File: config.mk
export PLATFORM = sky130hd
export DESIGN_NAME = pbc_cfg_regs
export DESIGN_NICKNAME = d
export VERILOG_FILES = /design/src/rtl/pixel_blend_compositor_assert.svh /design/src/rtl/pbc_pkg.sv /design/src/rtl/pbc_cfg_regs.sv
export SDC_FILE = /design/constraint.sdc
export NUM_CORES = 1
export LEC_CHECK = 0
export CAP_MARGIN = 10
export CORE_MARGIN = 3
export CORE_UTILIZATION = 45
export CTS_BUF_LIST = sky130_fd_sc_hd__clkbuf_16
export CTS_CLUSTER_DIAMETER = 40
export DETAILED_ROUTE_END_ITERATION = 16
export DONT_BUFFER_PORTS = 1
export SETUP_SLACK_MARGIN = 0.2
export SLEW_MARGIN = 15
export SYNTH_ARGS = -nofsm -noshare
export SYNTH_HDL_FRONTEND = slang
export SYNTH_SLANG_ARGS = --single-unit
export TNS_END_PERCENT = 30
File: constraint.sdc
create_clock -name clk -period 0.9 [get_ports clk]
set_clock_uncertainty 0.15 [all_clocks]
set_input_delay 0.045 -clock clk [delete_from_list [all_inputs] [get_ports clk]]
set_output_delay 0.045 -clock clk [all_outputs]
set_load 0.005 [all_outputs]
File: src/rtl/pixel_blend_compositor_assert.svh
// assertion helpers, expect clk and rst_n in scope
`ifndef PIXEL_BLEND_COMPOSITOR_ASSERT_SVH
`define PIXEL_BLEND_COMPOSITOR_ASSERT_SVH

// consequent in the cycle after the antecedent
`define PBC_ASSERT_NEXT(label, ante, cons) \
    label: assert property (@(posedge clk) disable iff (!rst_n) (ante) |=> (cons)) \
        else $error("pixel blend: next-cycle check failed");

// consequent in the same cycle as the antecedent
`define PBC_ASSERT_NOW(label, ante, cons) \
    label: assert property (@(posedge clk) disable iff (!rst_n) (ante) |-> (cons)) \
        else $error("pixel blend: same-cycle check failed");

`endif

File: src/rtl/pbc_pkg.sv
`timescale 1ns / 1ps

package pbc_pkg;

    localparam int CH_W        = 16;
    localparam int OPA_W       = 17;
    localparam int FULL_SHIFT  = 15;
    localparam int CHANNEL_FULL = 1 << FULL_SHIFT;
    localparam int OPA_FRAC    = 16;
    localparam int NCH         = 4;
    localparam int NSTAGE      = 4;

    // weight product src_alpha * opacity
    localparam int W_W    = CH_W + OPA_W;
    localparam int KEEP_W = W_W - 1;
    localparam int PROD_W = CH_W + KEEP_W;
    localparam int NUM_W  = PROD_W + 2;
    localparam int QSHIFT = FULL_SHIFT + OPA_FRAC;
    localparam int SAT_W  = NUM_W - QSHIFT + 1;
    localparam int SCR_W  = CH_W + 3;

    localparam logic [W_W-1:0]   DEN   = W_W'(CHANNEL_FULL) << OPA_FRAC;
    localparam logic [NUM_W-1:0] ROUND = NUM_W'(1) << (QSHIFT - 1);

    localparam int CFG_IDX_W  = 1;
    localparam int CFG_DATA_W = OPA_W;
    localparam logic [OPA_W-1:0] OPACITY_RESET = OPA_W'(1) << OPA_FRAC;

    typedef enum logic [1:0] {
        MODE_NORMAL = 2'd0,
        MODE_SCREEN = 2'd1,
        MODE_ADD    = 2'd2
    } mode_t;

    typedef enum logic [CFG_IDX_W-1:0] {
        CFG_BLEND_MODE = 1'b0,
        CFG_OPACITY    = 1'b1
    } cfg_idx_t;

    typedef struct packed {
        mode_t             mode;
        logic [OPA_W-1:0]  opacity;
    } cfg_t;

    typedef struct packed {
        logic [NSTAGE-1:0] load;
        logic [NSTAGE-1:0] valid;
    } pipe_ctrl_t;

    function automatic logic [CH_W-1:0] sat_full(input logic [SAT_W-1:0] v);
        logic [CH_W-1:0] r;
        if (v > SAT_W'(CHANNEL_FULL))
            r = CH_W'(CHANNEL_FULL);
        else
            r = v[CH_W-1:0];
        return r;
    endfunction

endpackage

File: src/rtl/pbc_cfg_regs.sv
`timescale 1ns / 1ps

module pbc_cfg_regs
(
    input  logic                              clk,
    input  logic                              rst_n,
    input  logic                              cfg_wr_en,
    input  logic [pbc_pkg::CFG_IDX_W-1:0]     cfg_index,
    input  logic [pbc_pkg::CFG_DATA_W-1:0]    cfg_wr_data,
    output pbc_pkg::cfg_t                     cfg
);

    pbc_pkg::mode_t                   mode_reg;
    pbc_pkg::mode_t                   mode_next;
    logic [pbc_pkg::OPA_W-1:0]        opacity_reg;
    logic [pbc_pkg::OPA_W-1:0]        opacity_next;

    always_comb
    begin
        mode_next    = mode_reg;
        opacity_next = opacity_reg;
        if (cfg_wr_en)
        begin
            case (pbc_pkg::cfg_idx_t'(cfg_index))
                pbc_pkg::CFG_BLEND_MODE: mode_next = pbc_pkg::mode_t'(cfg_wr_data[1:0]);
                pbc_pkg::CFG_OPACITY:    opacity_next = cfg_wr_data[pbc_pkg::OPA_W-1:0];
                default:                 mode_next = mode_reg;
            endcase
        end
    end

    always_ff @(posedge clk or negedge rst_n)
    begin
        if (!rst_n)
        begin
            mode_reg    <= pbc_pkg::MODE_NORMAL;
            opacity_reg <= pbc_pkg::OPACITY_RESET;
        end
        else
        begin
            mode_reg    <= mode_next;
            opacity_reg <= opacity_next;
        end
    end

    assign cfg.mode    = mode_reg;
    assign cfg.opacity = opacity_reg;

endmodule

# Word level (Yosys, flattened, before mapping)
# Cells that the tools add are included.
# op_classes
bitwise_logic	1
n_reduce_logical	2
# ops
op	count
$reduce_and A2 Y1	2
$not A1 Y1	1
# word_totals
word_cells	5
input_bits	21
ff_bits	19
output_inout_bits	19

# Logic depth before layout (Yosys ltp)
# logic_depth
depth_word	2
depth_mapped	3
depth_no_buf	2

# Worst setup path before layout
# No wires, ideal clock.
# synth_path
path_type	register -> register
start	reg opacity_reg[0] (netlist name)
end	reg opacity_reg[0] (netlist name)
setup_time_ps	125
period_less_slack_ps	889
required_ps	625
path_stages_with_launch	2
slack_ps	11
path_buffers	0
arrival_ps	614
cell_sequence	dfrtp_1 > mux2_2
# synth_rtl
element	line_no	text
end signal: assignment	pbc_cfg_regs.sv:37	opacity_reg <= pbc_pkg::OPACITY_RESET;
end signal: assignment	pbc_cfg_regs.sv:42	opacity_reg <= opacity_next;
end: declaration	pbc_cfg_regs.sv:15	logic [pbc_pkg::OPA_W-1:0] opacity_reg;

# Final worst setup path
# layout_path
start	reg opacity_reg[16] (netlist name)
end	out cfg[16] (netlist name)
# layout_rtl
element	line_no	text
end: declaration	pbc_cfg_regs.sv:10	output pbc_pkg::cfg_t cfg
# No word-level cell between the ends.

==> impl_results.md <==
- Vias per inst: 5.333
- Drt first-iter violations: 6
- ANT cells: 0
- Seq pwr share: around 44%
- TritonCTS clock tree: built
- R2R setup slack: -0.04 ns
- Clock sinks: 19
- Htree depth: 1
- WL per Instance: 19.00 µm
- Die height: roughly 47 µm
- Multi-input logic area: 299.0 µm²
- Drc violations: 0
- Slew at the pin closest to its max-slew limit: ~0.32 ns
- Layout net count: 84
- Combinational share of power: 19.7%
- DIE WIDTH: approximately 47 µm
- GPL Wtd Cong: 0.6288
- Synthesized area per cell: 18.68 µm²
- Tot Pwr: 2.475 mW
- Final worst setup slack: -0.07835 ns
- Post-CTS Setup Bufs: 0
- Final hold violation count: 38
- Place WS: -0.01432 ns
- Layout cells sized above 1: a little over two thirds
- Hold_ws: -0.6600 ns
- Total congestion overflow: 0
- DRT Wirelength: 1482 µm
- Post-Syn Area: 765.7 µm²
- Net Sw Frac: between 20% and 30%
- Post-synth cell types: 7
- CP Max Fanout: 2
- Vias in the first global route: about 450
- P_sw: 519.0 µW
- CTS root buf: clkbuf_16
- Reg clk slew, reported paths: 0.05 ns
- CP Capture Type: output pin
- Die area: between 0.002 and 0.0025 mm²
- Maxcap violations: 0
- GRT Util Overall: 14.45%
- Sequential area share after synthesis: 62.25%
- Inserted Clock Buffers: 3
- Mapped Nets: 62
- Final period utilization: 108.7%
- Final Max Tran Viols: 0
- Initial Util: 49.12%
- Drt first pass iters: 4
- First-pass GRT wire length: 2173 µm
- Fmax: 1022 MHz
- Worst-Skew Late Latency: 0.24 ns
- Worst IR Drop VDD: roughly 0.0015 V
- Outcome: finished, violations left
- Synthesized flop and latch total: 19
- Detailed placement HPWL: 1191 µm
- Total number of vias: 416
- Crit path kind: reg2out
- Core area: 0.001559 mm²
- Area Growth Syn to Fin: 39.38%
- Leak: 0.5423 nW
- Critical Path Start: opacity_reg[16]
- Worst setup SP type: flop
- Util after Layout: 68.46%
- Clk pwr share: 36.2%
- Initial antenna violation count: 0
- Max reg flops: 17
- PwrDens: between 2000 and 2500 mW/mm²
- Failing checks: hold timing, setup timing
- Slew Limit Headroom: 78.39%
- Unrepaired setup endpoints after global routing: yes
- Final Setup Violations: 35
- Crit path arrival time: 0.78 ns
- Tmin final: 0.9783 ns
- IO Count: 40
- Final ANT Viol Nets: 0
- Most frequent cells in the layout: mux2_4, dfrtp_1, buf_6
- Yosys warns: 0
- I/O Buffers: 0
- Sequential Area: 476.7 µm²
- Worst hold path class: in2async
- Site Rows: 14
- Fillers: 110
- R2R Path Start: opacity_reg[8]
- Int Pwr: 1.956 mW
- Clock buffer depth: 2
- Req. time, crit path: ~0.70 ns
- Synth Instances: 41
- Largest net degree at the start of global routing: 20
## synth_stat cells
| library cell | instances | area share, % |
|---|---|---|
| dfstp_2 | 1 | 3.4 |
| buf_12 | 1 | 2.6 |
| dfrtp_1 | 18 | 59 |
| nand2b_1 | 1 | 0.82 |
| mux2_4 | 10 | 20 |
| mux2_2 | 9 | 13 |
| nand2_4 | 1 | 1.5 |
## cell families after synthesis
family | Yosys count | share of synthesized area [%]
mux | 19 | 32.84
simple gates | 2 | 2.288
flops | 19 | 62.26
buf+inv | 1 | 2.614
## path summary, 6_finish.rpt
| path | depth (start not counted) | to |
|---|---|---|
| setup / recovery | 0 | cfg[16] |
| hold / removal | 0 | opacity_reg[0] |
| setup reg to reg | 1 | opacity_reg[8] |
| hold reg to reg | 1 | opacity_reg[12] |
| max in group asynchronous | 0 | opacity_reg[16] |
| min in group clk | 1 | opacity_reg[6] |
## area by class of cell
cell class	count	area share, %
flip-flops and latches	19	44.67
clock buffers	3	7.034
repair buffers	18	17.94
clock inverters	1	0.4689
multi-input cells	21	28.02
well taps	16	1.876
## stage by stage
stage | cells | setup TNS, ns | area, µm²
2_1_floorplan | 41 | 0 | 795.8
3_3_place_gp | 74 | 0 | 930.9
3_5_place_dp | 74 | -0.06601 | 930.9
4_1_cts | 78 | -1.409 | 1049
5_1_grt | 78 | -2.040 | 1067
6_report | 78 | -1.451 | 1067
## layer usage
metal / up-vias / global-route usage [%] / routed length, µm
met3: 0 / 4.215 / 87
met1: 210 / 17.32 / 580
met2: 21 / 24.60 / 814
li1: 185 / - / -
met4: 0 / 4.972 / 0
met5: - / 0 / 0
## power groups by stage
stage | registers [mW] | logic (mW) | clock network, mW
CTS | 1.08 | 0.477 | 0.895
floorplan | 1.08 | 0.224 | 0
global placement | 1.07 | 0.428 | 0
detailed placement | 1.08 | 0.435 | 0
finish | 1.09 | 0.489 | 0.896
global route | 1.10 | 0.522 | 0.946
## repair_timing
action,CTS,global route
endpoints found under the hold margin,38,38
gates resized for setup,10,5
endpoints found under the setup margin,38,38
Note: power is estimated with default switching activity, not from simulation.
