<file path="config.mk">
export PLATFORM = sky130hd
export DESIGN_NAME = pbc_pipe_ctrl
export DESIGN_NICKNAME = d
export VERILOG_FILES = /design/src/rtl/pbc_pkg.sv /design/src/rtl/pbc_pipe_ctrl.sv
export VERILOG_INCLUDE_DIRS = /design/src /design/src/rtl
export SDC_FILE = /design/constraint.sdc
export NUM_CORES = 1
export LEC_CHECK = 0
export ABC_AREA = 1
export BUFFER_PORTS_ARGS = -buffer_cell sky130_fd_sc_hd__buf_2
export CORE_AREA = 2 2 39 41
export CTS_BUF_LIST = sky130_fd_sc_hd__clkbuf_4 sky130_fd_sc_hd__clkbuf_8
export CTS_CLUSTER_SIZE = 30
export DETAILED_ROUTE_END_ITERATION = 7
export DIE_AREA = 0 0 41 43
export GPL_ROUTABILITY_DRIVEN = 0
export PLACE_DENSITY = 0.32
export SLEW_MARGIN = 20
export SYNTH_ARGS = -nofsm -noshare
export SYNTH_HDL_FRONTEND = slang
export SYNTH_SLANG_ARGS = --single-unit
</file>
<file path="constraint.sdc">
create_clock -name clk -period 1.75 [get_ports clk]
set_input_delay 0.35 -clock clk [delete_from_list [all_inputs] [get_ports clk]]
set_output_delay 0.35 -clock clk [all_outputs]
set_load 0.01 [all_outputs]
</file>
<file path="src/rtl/pixel_blend_compositor_assert.svh">
// assertion helpers, expect clk and rst_n in scope
`ifndef PIXEL_BLEND_COMPOSITOR_ASSERT_SVH
`define PIXEL_BLEND_COMPOSITOR_ASSERT_SVH

// consequent in the cycle after the antecedent
`define PBC_ASSERT_NEXT(label, ante, cons) \
    label: assert property (@(posedge clk) disable iff (!rst_n) (ante) |=> (cons)) \
        else $error("pixel blend: next-cycle check failed");

// consequent in the same cycle as the antecedent
`define PBC_ASSERT_NOW(label, ante, cons) \
    label: assert property (@(posedge clk) disable iff (!rst_n) (ante) |-> (cons)) \
        else $error("pixel blend: same-cycle check failed");

`endif

</file>
<file path="src/rtl/pbc_pkg.sv">
`timescale 1ns / 1ps

package pbc_pkg;

    localparam int CH_W        = 16;
    localparam int OPA_W       = 17;
    localparam int FULL_SHIFT  = 15;
    localparam int CHANNEL_FULL = 1 << FULL_SHIFT;
    localparam int OPA_FRAC    = 16;
    localparam int NCH         = 4;
    localparam int NSTAGE      = 4;

    // weight product src_alpha * opacity
    localparam int W_W    = CH_W + OPA_W;
    localparam int KEEP_W = W_W - 1;
    localparam int PROD_W = CH_W + KEEP_W;
    localparam int NUM_W  = PROD_W + 2;
    localparam int QSHIFT = FULL_SHIFT + OPA_FRAC;
    localparam int SAT_W  = NUM_W - QSHIFT + 1;
    localparam int SCR_W  = CH_W + 3;

    localparam logic [W_W-1:0]   DEN   = W_W'(CHANNEL_FULL) << OPA_FRAC;
    localparam logic [NUM_W-1:0] ROUND = NUM_W'(1) << (QSHIFT - 1);

    localparam int CFG_IDX_W  = 1;
    localparam int CFG_DATA_W = OPA_W;
    localparam logic [OPA_W-1:0] OPACITY_RESET = OPA_W'(1) << OPA_FRAC;

    typedef enum logic [1:0] {
        MODE_NORMAL = 2'd0,
        MODE_SCREEN = 2'd1,
        MODE_ADD    = 2'd2
    } mode_t;

    typedef enum logic [CFG_IDX_W-1:0] {
        CFG_BLEND_MODE = 1'b0,
        CFG_OPACITY    = 1'b1
    } cfg_idx_t;

    typedef struct packed {
        mode_t             mode;
        logic [OPA_W-1:0]  opacity;
    } cfg_t;

    typedef struct packed {
        logic [NSTAGE-1:0] load;
        logic [NSTAGE-1:0] valid;
    } pipe_ctrl_t;

    function automatic logic [CH_W-1:0] sat_full(input logic [SAT_W-1:0] v);
        logic [CH_W-1:0] r;
        if (v > SAT_W'(CHANNEL_FULL))
            r = CH_W'(CHANNEL_FULL);
        else
            r = v[CH_W-1:0];
        return r;
    endfunction

endpackage

</file>
<file path="src/rtl/pbc_pipe_ctrl.sv">
`timescale 1ns / 1ps
`include "pixel_blend_compositor_assert.svh"

module pbc_pipe_ctrl
(
    input  logic                 clk,
    input  logic                 rst_n,
    input  logic                 in_valid,
    output logic                 in_ready,
    input  logic                 out_ready,
    output pbc_pkg::pipe_ctrl_t  ctrl
);

    localparam int LAST = pbc_pkg::NSTAGE - 1;

    logic [pbc_pkg::NSTAGE-1:0] valid_reg;
    logic [pbc_pkg::NSTAGE-1:0] valid_next;
    logic [pbc_pkg::NSTAGE-1:0] adv;

    // a stage moves when it is empty or the stage after it moves
    always_comb
    begin
        adv[LAST] = !valid_reg[LAST] || out_ready;
        for (int k = LAST - 1; k >= 0; k--)
            adv[k] = !valid_reg[k] || adv[k+1];
    end

    always_comb
    begin
        valid_next[0] = adv[0] ? in_valid : valid_reg[0];
        for (int k = 1; k < pbc_pkg::NSTAGE; k++)
            valid_next[k] = adv[k] ? valid_reg[k-1] : valid_reg[k];
    end

    always_ff @(posedge clk or negedge rst_n)
    begin
        if (!rst_n)
            valid_reg <= '0;
        else
            valid_reg <= valid_next;
    end

    assign in_ready   = adv[0];
    assign ctrl.load  = adv;
    assign ctrl.valid = valid_reg;

    `PBC_ASSERT_NEXT(a_accept_fills_first, in_valid && in_ready, valid_reg[0])
    `PBC_ASSERT_NOW(a_empty_tail_ready, !valid_reg[LAST], in_ready)
    `PBC_ASSERT_NOW(a_drain_ready, out_ready, in_ready)
    `PBC_ASSERT_NEXT(a_stalled_word_kept, valid_reg[1] && !adv[2], valid_reg[1])

endmodule

</file>
Word level (Yosys, flattened, before mapping)
Cells that the tools add are included.

Register bits after elaboration: 4. Bits in latches: 0. Memory bits (writable): 0. Bits in read-only memories: 0. Bits of input ports: 4. Output and inout bits: 9. Logic and storage cells: 12. Memories kept: 0.

Add/subtract/negate cells: 0. Multiply operators: 0. Divide/modulo/power cells: 0. Magnitude comparators: 0. Eq/ne operators: 0. Shift operators: 0. Multiplexer cells: 0. Bitwise gates (word level): 0. Reduce and logical (&&, ||, !) cells: 8.

Operators with widths (count): $logic_not A1 Y1 (4); $logic_or A1 B1 Y1 (4).

Logic depth before layout (Yosys ltp)
Gate-level depths: netlist of run 1.

Depth after elaboration: 5. Mapped depth: 4.

Worst setup path after synthesis of run 1
Ideal clock, no wire load.

Path type: reg2out. Start: register valid_reg[3] (netlist name). End: output port ctrl[4] (netlist name). Arrival: 0.938 ns. Slack: 0.462 ns. Cell stages (with the launch flop): 5. Path through: dfrtp_1 inv_1 nor2_4 nand4_1 buf_4.

Cells in the longest elaborated chain, start to end: 5.

Ends and longest elaborated chain: start, declared (line pbc_pipe_ctrl.sv:16) `logic [pbc_pkg::NSTAGE-1:0] valid_reg;`; start signal, assigned (line pbc_pipe_ctrl.sv:40) `valid_reg <= valid_next;`; $logic_not A1 Y1 (line pbc_pipe_ctrl.sv:23) `adv[LAST] = !valid_reg[LAST] || out_ready;`; $logic_or A1 B1 Y1 (line pbc_pipe_ctrl.sv:23); $logic_or A1 B1 Y1 (3 in a row) (line pbc_pipe_ctrl.sv:25) `adv[k] = !valid_reg[k] || adv[k+1];`; end, declared (line pbc_pipe_ctrl.sv:11) `output pbc_pkg::pipe_ctrl_t ctrl`.

No other way between the ends.

==> impl_metrics.ini, run 1 <==
[run_status]
status = completed

[logic_synthesis]
avgSynthCellArea_um2 = 9.45
yosysSeqAreaShare_pct = 58.8
yosys_warnings = 0
netlist.area_leader.share_pct = 58.8
async_reset_ff_share_pct = 100
synth.most_common_cell = inv_1
synth_ff_type = dfrtp_1
syn-num-nets = 22
synth-edff-count = 0
synth_area_leaders = dfrtp_1 59%, inv_1 11%, nand2_1 8.8%
synthTopCellsByCount = 5 x inv_1, 4 x dfrtp_1, 4 x nand2_1
ys_ff_latch = 4
yosys.area.top_type = dfrtp_1
yosysUniqueCellTypes = 8
syn_area_um2 = 170
netlist_instances = 18

[power]
ir_drop_uv = 324
p_leak_nw = 0.150
power.density_mw_per_mm2 = 1020

[sta]
period_needed_ps = 1410
rsz0062_at_grt = false
finalCritPeriodShare_pct = 80.5
hold_viol_final = 0
fin_tns_setup_ps = 0
setup_viol = 0
tightest_slew_ps = 153
fin_hold_ws_ps = 300
clock.fmax_ghz = 0.710
fin_skew_ps = 0.815
max-slew-margin-rel_pct = 89.8
maxSlewViolCount = 0

[floorplan]
die_w_um = 41
start_util_pct = 12.3
core_area_mm2 = 0.00138
fp-row-count = 14
ios = 13
dieHeight_um = 43
fp.dieArea_mm2 = 0.00176

[setup_path]
cp_max_fo = 5
required_ps = 1400
worstPathArrival_ps = 1060
start_kind = flop
worstSetupPathType = flop to output port
cp-end-kind = output port
reg2regPathDepth = 3

[clock_network]
root_buffer = clkbuf_4
insertion_delay_ps = 230
clkTransAtPathRegs_ps = 40
cts_tree = done
cts_sinks = 4
clockBufferDepth = 2
numCtsBuffers = 3
h-tree-depth = 1

[global_routing]
first_global_vias = 164
grt_usage_pct = 6.56
antenna_found_initial = 0
grt_first_pass_wirelength_um = 683
grt_max_degree = 6
overflow = 0

[finish]
multi_input_area_um2 = 43.8
diodes = 0
largest_reg_flops = 4
fin_nets = 39
drive_above_1_share_pct = 48.5
fill_cells = 164
area_delta_synth_final_pct = 61.8
regArea_um2 = 100

[route]
dr.pass1.iters = 2
drc = 0
avgRoutedWirePerCell_um = 8.22
first_iter_violations = 2
vias = 164
avgViaCountPerCell = 3.35
antenna_left = 0
wl_um = 403

[place]
portBuffers = 12
post-dp-hpwl_um = 318

[worst_hold_path]
whs_path_depth = 3
hp-class = input port to flop

[run]
cap_violations = 0
path summary, 6_finish.rpt:
check	start	slack (ps)	to
min reg2reg	valid_reg[0]	490	valid_reg[1]
min in group asynchronous	rst_n	460	valid_reg[3]
max in group asynchronous	rst_n	1170	valid_reg[1]
max reg2reg	valid_reg[3]	930	valid_reg[3]
max	valid_reg[3]	340	ctrl[4]
min	in_valid	300	valid_reg[0]
report_power, final:
group          internal, mW  switching (mW)  total, mW
Combinational        0.0245          0.0323     0.0568
Clock                0.0766          0.0362      0.113
Sequential            0.102         0.00844      0.111
through the flow:
step                      instance area (µm²)  setup slack (ps)  utilization [%]  cells  power [mW]
after floorplan                           170               462                -     18       0.141
after global placement                    243               518             17.5     45       0.165
after detailed placement                  243               486             17.5     45       0.168
after CTS                                 275               311             19.9     49       0.287
after global routing                      275               241             19.9     49       0.305
final                                     275               342             19.9     49       0.280
logic make-up (layout without fill, tap and decap cells):
kind of cell / after synthesis / count (layout) / share of synthesized area (%)
simple gates: 8 / 8 / 25.7
flops: 4 / 4 / 58.8
buf+inv: 6 / 21 / 15.4
layout by cell type, fill, tap and decap left out:
master / n
nand4_1: 1
dlygate4sd3_1: 1
buf_2: 12
or2_1: 1
clkbuf_4: 3
nor2_4: 1
nand2_1: 4
nand3_1: 1
dfrtp_1: 4
inv_1: 5
worst max-delay path, cell delays in order (launching register included):
cell and delay, ps:
dfrtp_1 340, inv_1 70, nor2_4 120, nand4_1 130, buf_2 170
cell type report:
type / count / share of cell area [%]
Timing Repair Buffer: 13 / 25.5
Tap cell: 16 / 7.27
Inverter: 5 / 6.82
Sequential cell: 4 / 36.4
Multi-Input combinational cell: 8 / 15.9
Clock buffer: 3 / 8.18
per-layer routing:
layer	wire length (µm)	vias to the layer above	track usage (%)
met5	0	-	0
met1	192	64	6.86
met2	136	17	7.19
met4	0	0	4.00
li1	-	83	-
met3	74	0	7.85
what timing repair did:
item / in CTS / in global routing
hold endpoints to repair: 4 / 0
resized for setup: 0 / 0
setup buffers: 0 / 0
hold buffers: 1 / 0
Power figures use the tool's default switching activity.
==> run 2: changes to the inputs <==
--- a/config.mk
+++ b/config.mk
@@ -6,7 +6,7 @@
 export SDC_FILE = /design/constraint.sdc
 export NUM_CORES = 1
 export LEC_CHECK = 0
-export ABC_AREA = 1
+export ABC_AREA = 0
 export BUFFER_PORTS_ARGS = -buffer_cell sky130_fd_sc_hd__buf_2
 export CORE_AREA = 2 2 39 41
 export CTS_BUF_LIST = sky130_fd_sc_hd__clkbuf_4 sky130_fd_sc_hd__clkbuf_8
==> constraint.sdc (replaced) <==
create_clock -name clk -period 1.3 [get_ports clk]
set_input_delay 0.26 -clock clk [delete_from_list [all_inputs] [get_ports clk]]
set_output_delay 0.26 -clock clk [all_outputs]
set_load 0.01 [all_outputs]
==> impl_metrics.ini, run 2 <==
[run_status]
status = completed

[worst_hold_path]
hold_end = valid_reg[0]
holdCritStartpoint = in_valid
whs_path_depth = 2
hp-class = input port to flop

[place]
pre_cts_ws_ps = 214
portBuffers = 12
dpl_cell_area_um2 = 249
dp.cells = 41

[route]
dr_wl_met3_um = 65
dr.pass1.iters = 4
wl_met1_um = 190
maxUsedRoutingLayer = met4
vias = 174
wl_um = 465
route.met2.wl_um = 201
antenna_left = 0
drc = 0
avgViaCountPerCell = 3.70
avgRoutedWirePerCell_um = 9.89
first_iter_violations = 5

[logic_synthesis]
yosysSeqAreaShare_pct = 56.7
yosys_warnings = 0
syn-num-nets = 18
netlist_instances = 14
syn_area_um2 = 176
ys_ff_latch = 4
synth_ff_type = dfrtp_1
async_reset_ff_share_pct = 100
synthTopCellsByCount = 4 x dfrtp_1, 3 x nand2b_1
synth_area_leaders = dfrtp_1 57%, nand2b_1 11%, nor2b_4 7.8%
synth.most_common_cell = dfrtp_1
synth-edff-count = 0
netlist.area_leader.share_pct = 56.7
yosys.area.top_type = dfrtp_1
yosysUniqueCellTypes = 9
avgSynthCellArea_um2 = 12.6

[setup_path]
worstPathCellList = nor2b_4 > nand4_1 > buf_2
start_kind = flop
cp_slowest_cell = dfrtp_1
reg2reg_slack_ps = 340
crit_family = flip-flops
timing.rr.start = valid_reg[3]
worstPathArrival_ps = 990
reg2regPathDepth = 3
cp_max_fo = 3
cp-end-kind = output port
required_ps = 1040
worstPathBufferInverterCount = 1
rr_endpoint = valid_reg[0]
worstSetupPathType = flop to output port
critPathMaxStageDelay_ps = 330

[floorplan]
fp-row-count = 14
start_util_pct = 12.7
die_w_um = 41
dieHeight_um = 43
core_area_mm2 = 0.00138
ios = 13
fp.dieArea_mm2 = 0.00176

[finish]
fin_nets = 37
area_delta_synth_final_pct = 68.1
drive_above_1_share_pct = 58.1
layout_commonest_cell = buf_2
diodes = 0
final_cells = 47
fill_cells = 160
fin_area_um2 = 297
largest_reg_flops = 4
post-route-util_pct = 21.4
final_cell_mix = 12 x buf_2, 4 x dfrtp_1, 3 x nand2b_1, 3 x clkbuf_4, 2 x buf_4

[clock_network]
ctsResizeCount = 0
h-tree-depth = 1
cts_sinks = 4
cts_tree = done
insertion_delay_ps = 230
root_buffer = clkbuf_4
clockBufferDepth = 2
numCtsBuffers = 3
clkTransAtPathRegs_ps = 40

[global_routing]
first_global_vias = 151
grt_max_degree = 7
overflow = 0
antenna_found_initial = 0
grt_usage_pct = 5.85
grt_first_pass_wirelength_um = 648

[power]
ir_drop_uv = 401
p_leak_nw = 0.143
power.density_mw_per_mm2 = 1320

[sta]
tightest_slew_ps = 180
fin_tns_setup_ps = 0
maxSlewViolCount = 0
max-slew-margin-rel_pct = 88.0
period_needed_ps = 1250
fin_skew_ps = 4.73
hold_viol_final = 0
finalCritPeriodShare_pct = 96.4
clock.fmax_ghz = 0.798
setup_viol = 0
rsz0062_at_grt = true
worst_slack_ps = 47.3

[run]
cap_violations = 0
-- run 2: cell types whose count changed in the layout (fill, tap and decap cells not counted), sizes merged, moves of 2 or more --
| cell | before | now |
|---|---|---|
| inv | 5 | 1 |
| nand2 | 4 | 0 |
| buf | 12 | 14 |
| nand2b | 0 | 3 |
-- run 2: how the worst max path moves through the flow --
stage | slack [ps] | endpoint | cells after the start | from
2_1_floorplan | 100 | ctrl[4] | 3 | valid_reg[3]
3_3_place_gp | 240 | in_ready | 3 | valid_reg[3]
3_5_place_dp | 210 | in_ready | 3 | valid_reg[3]
4_1_cts | 20 | in_ready | 3 | valid_reg[3]
5_1_grt | -40 | ctrl[4] | 3 | valid_reg[3]
6_report | 50 | in_ready | 3 | valid_reg[3]
-- run 2: logic make-up after synthesis --
family | after synthesis | synth area share, %
AND/OR/NAND/NOR | 7 | 31.2
flip-flops | 4 | 56.7
buffers and inverters | 2 | 6.38
AO/OA/AOI/OAI | 1 | 5.67
-- run 2: routing by layer --
metal	up-vias	global-route usage [%]
met5	-	0
li1	84	-
met4	0	6.00
met2	11	6.56
met3	2	3.14
met1	77	7.17
-- run 2: cell type report --
type	count	area, µm²	share of cell area (%)
Tap cell	16	20.0	6.75
Inverter	1	3.75	1.27
Multi-Input combinational cell	8	65.1	21.9
Timing Repair Buffer	15	85.1	28.7
Sequential cell	4	100	33.8
Clock buffer	3	22.5	7.59
-- run 2: per-stage QoR --
stage / total power, mW / hold WS, ps
after floorplan: 0.194 / -35.6
after global placement: 0.232 / 72.1
after detailed placement: 0.231 / 69.4
after CTS: 0.395 / 221
after global routing: 0.416 / 224
final: 0.390 / 226
-- run 2: timing repair --
action | in CTS | in global routing
endpoints found under the setup margin | 2 | 2
endpoints found under the hold margin | 4 | 0
hold buffers | 1 | 0
cloned | 0 | 0
setup buffers | 1 | 1
pin swaps | 0 | 1
-- run 2: power by group --
group	total, mW	internal (mW)	switching (mW)
clock network	0.152	0.103	0.0488
logic	0.0869	0.0447	0.0421
registers	0.151	0.138	0.0135
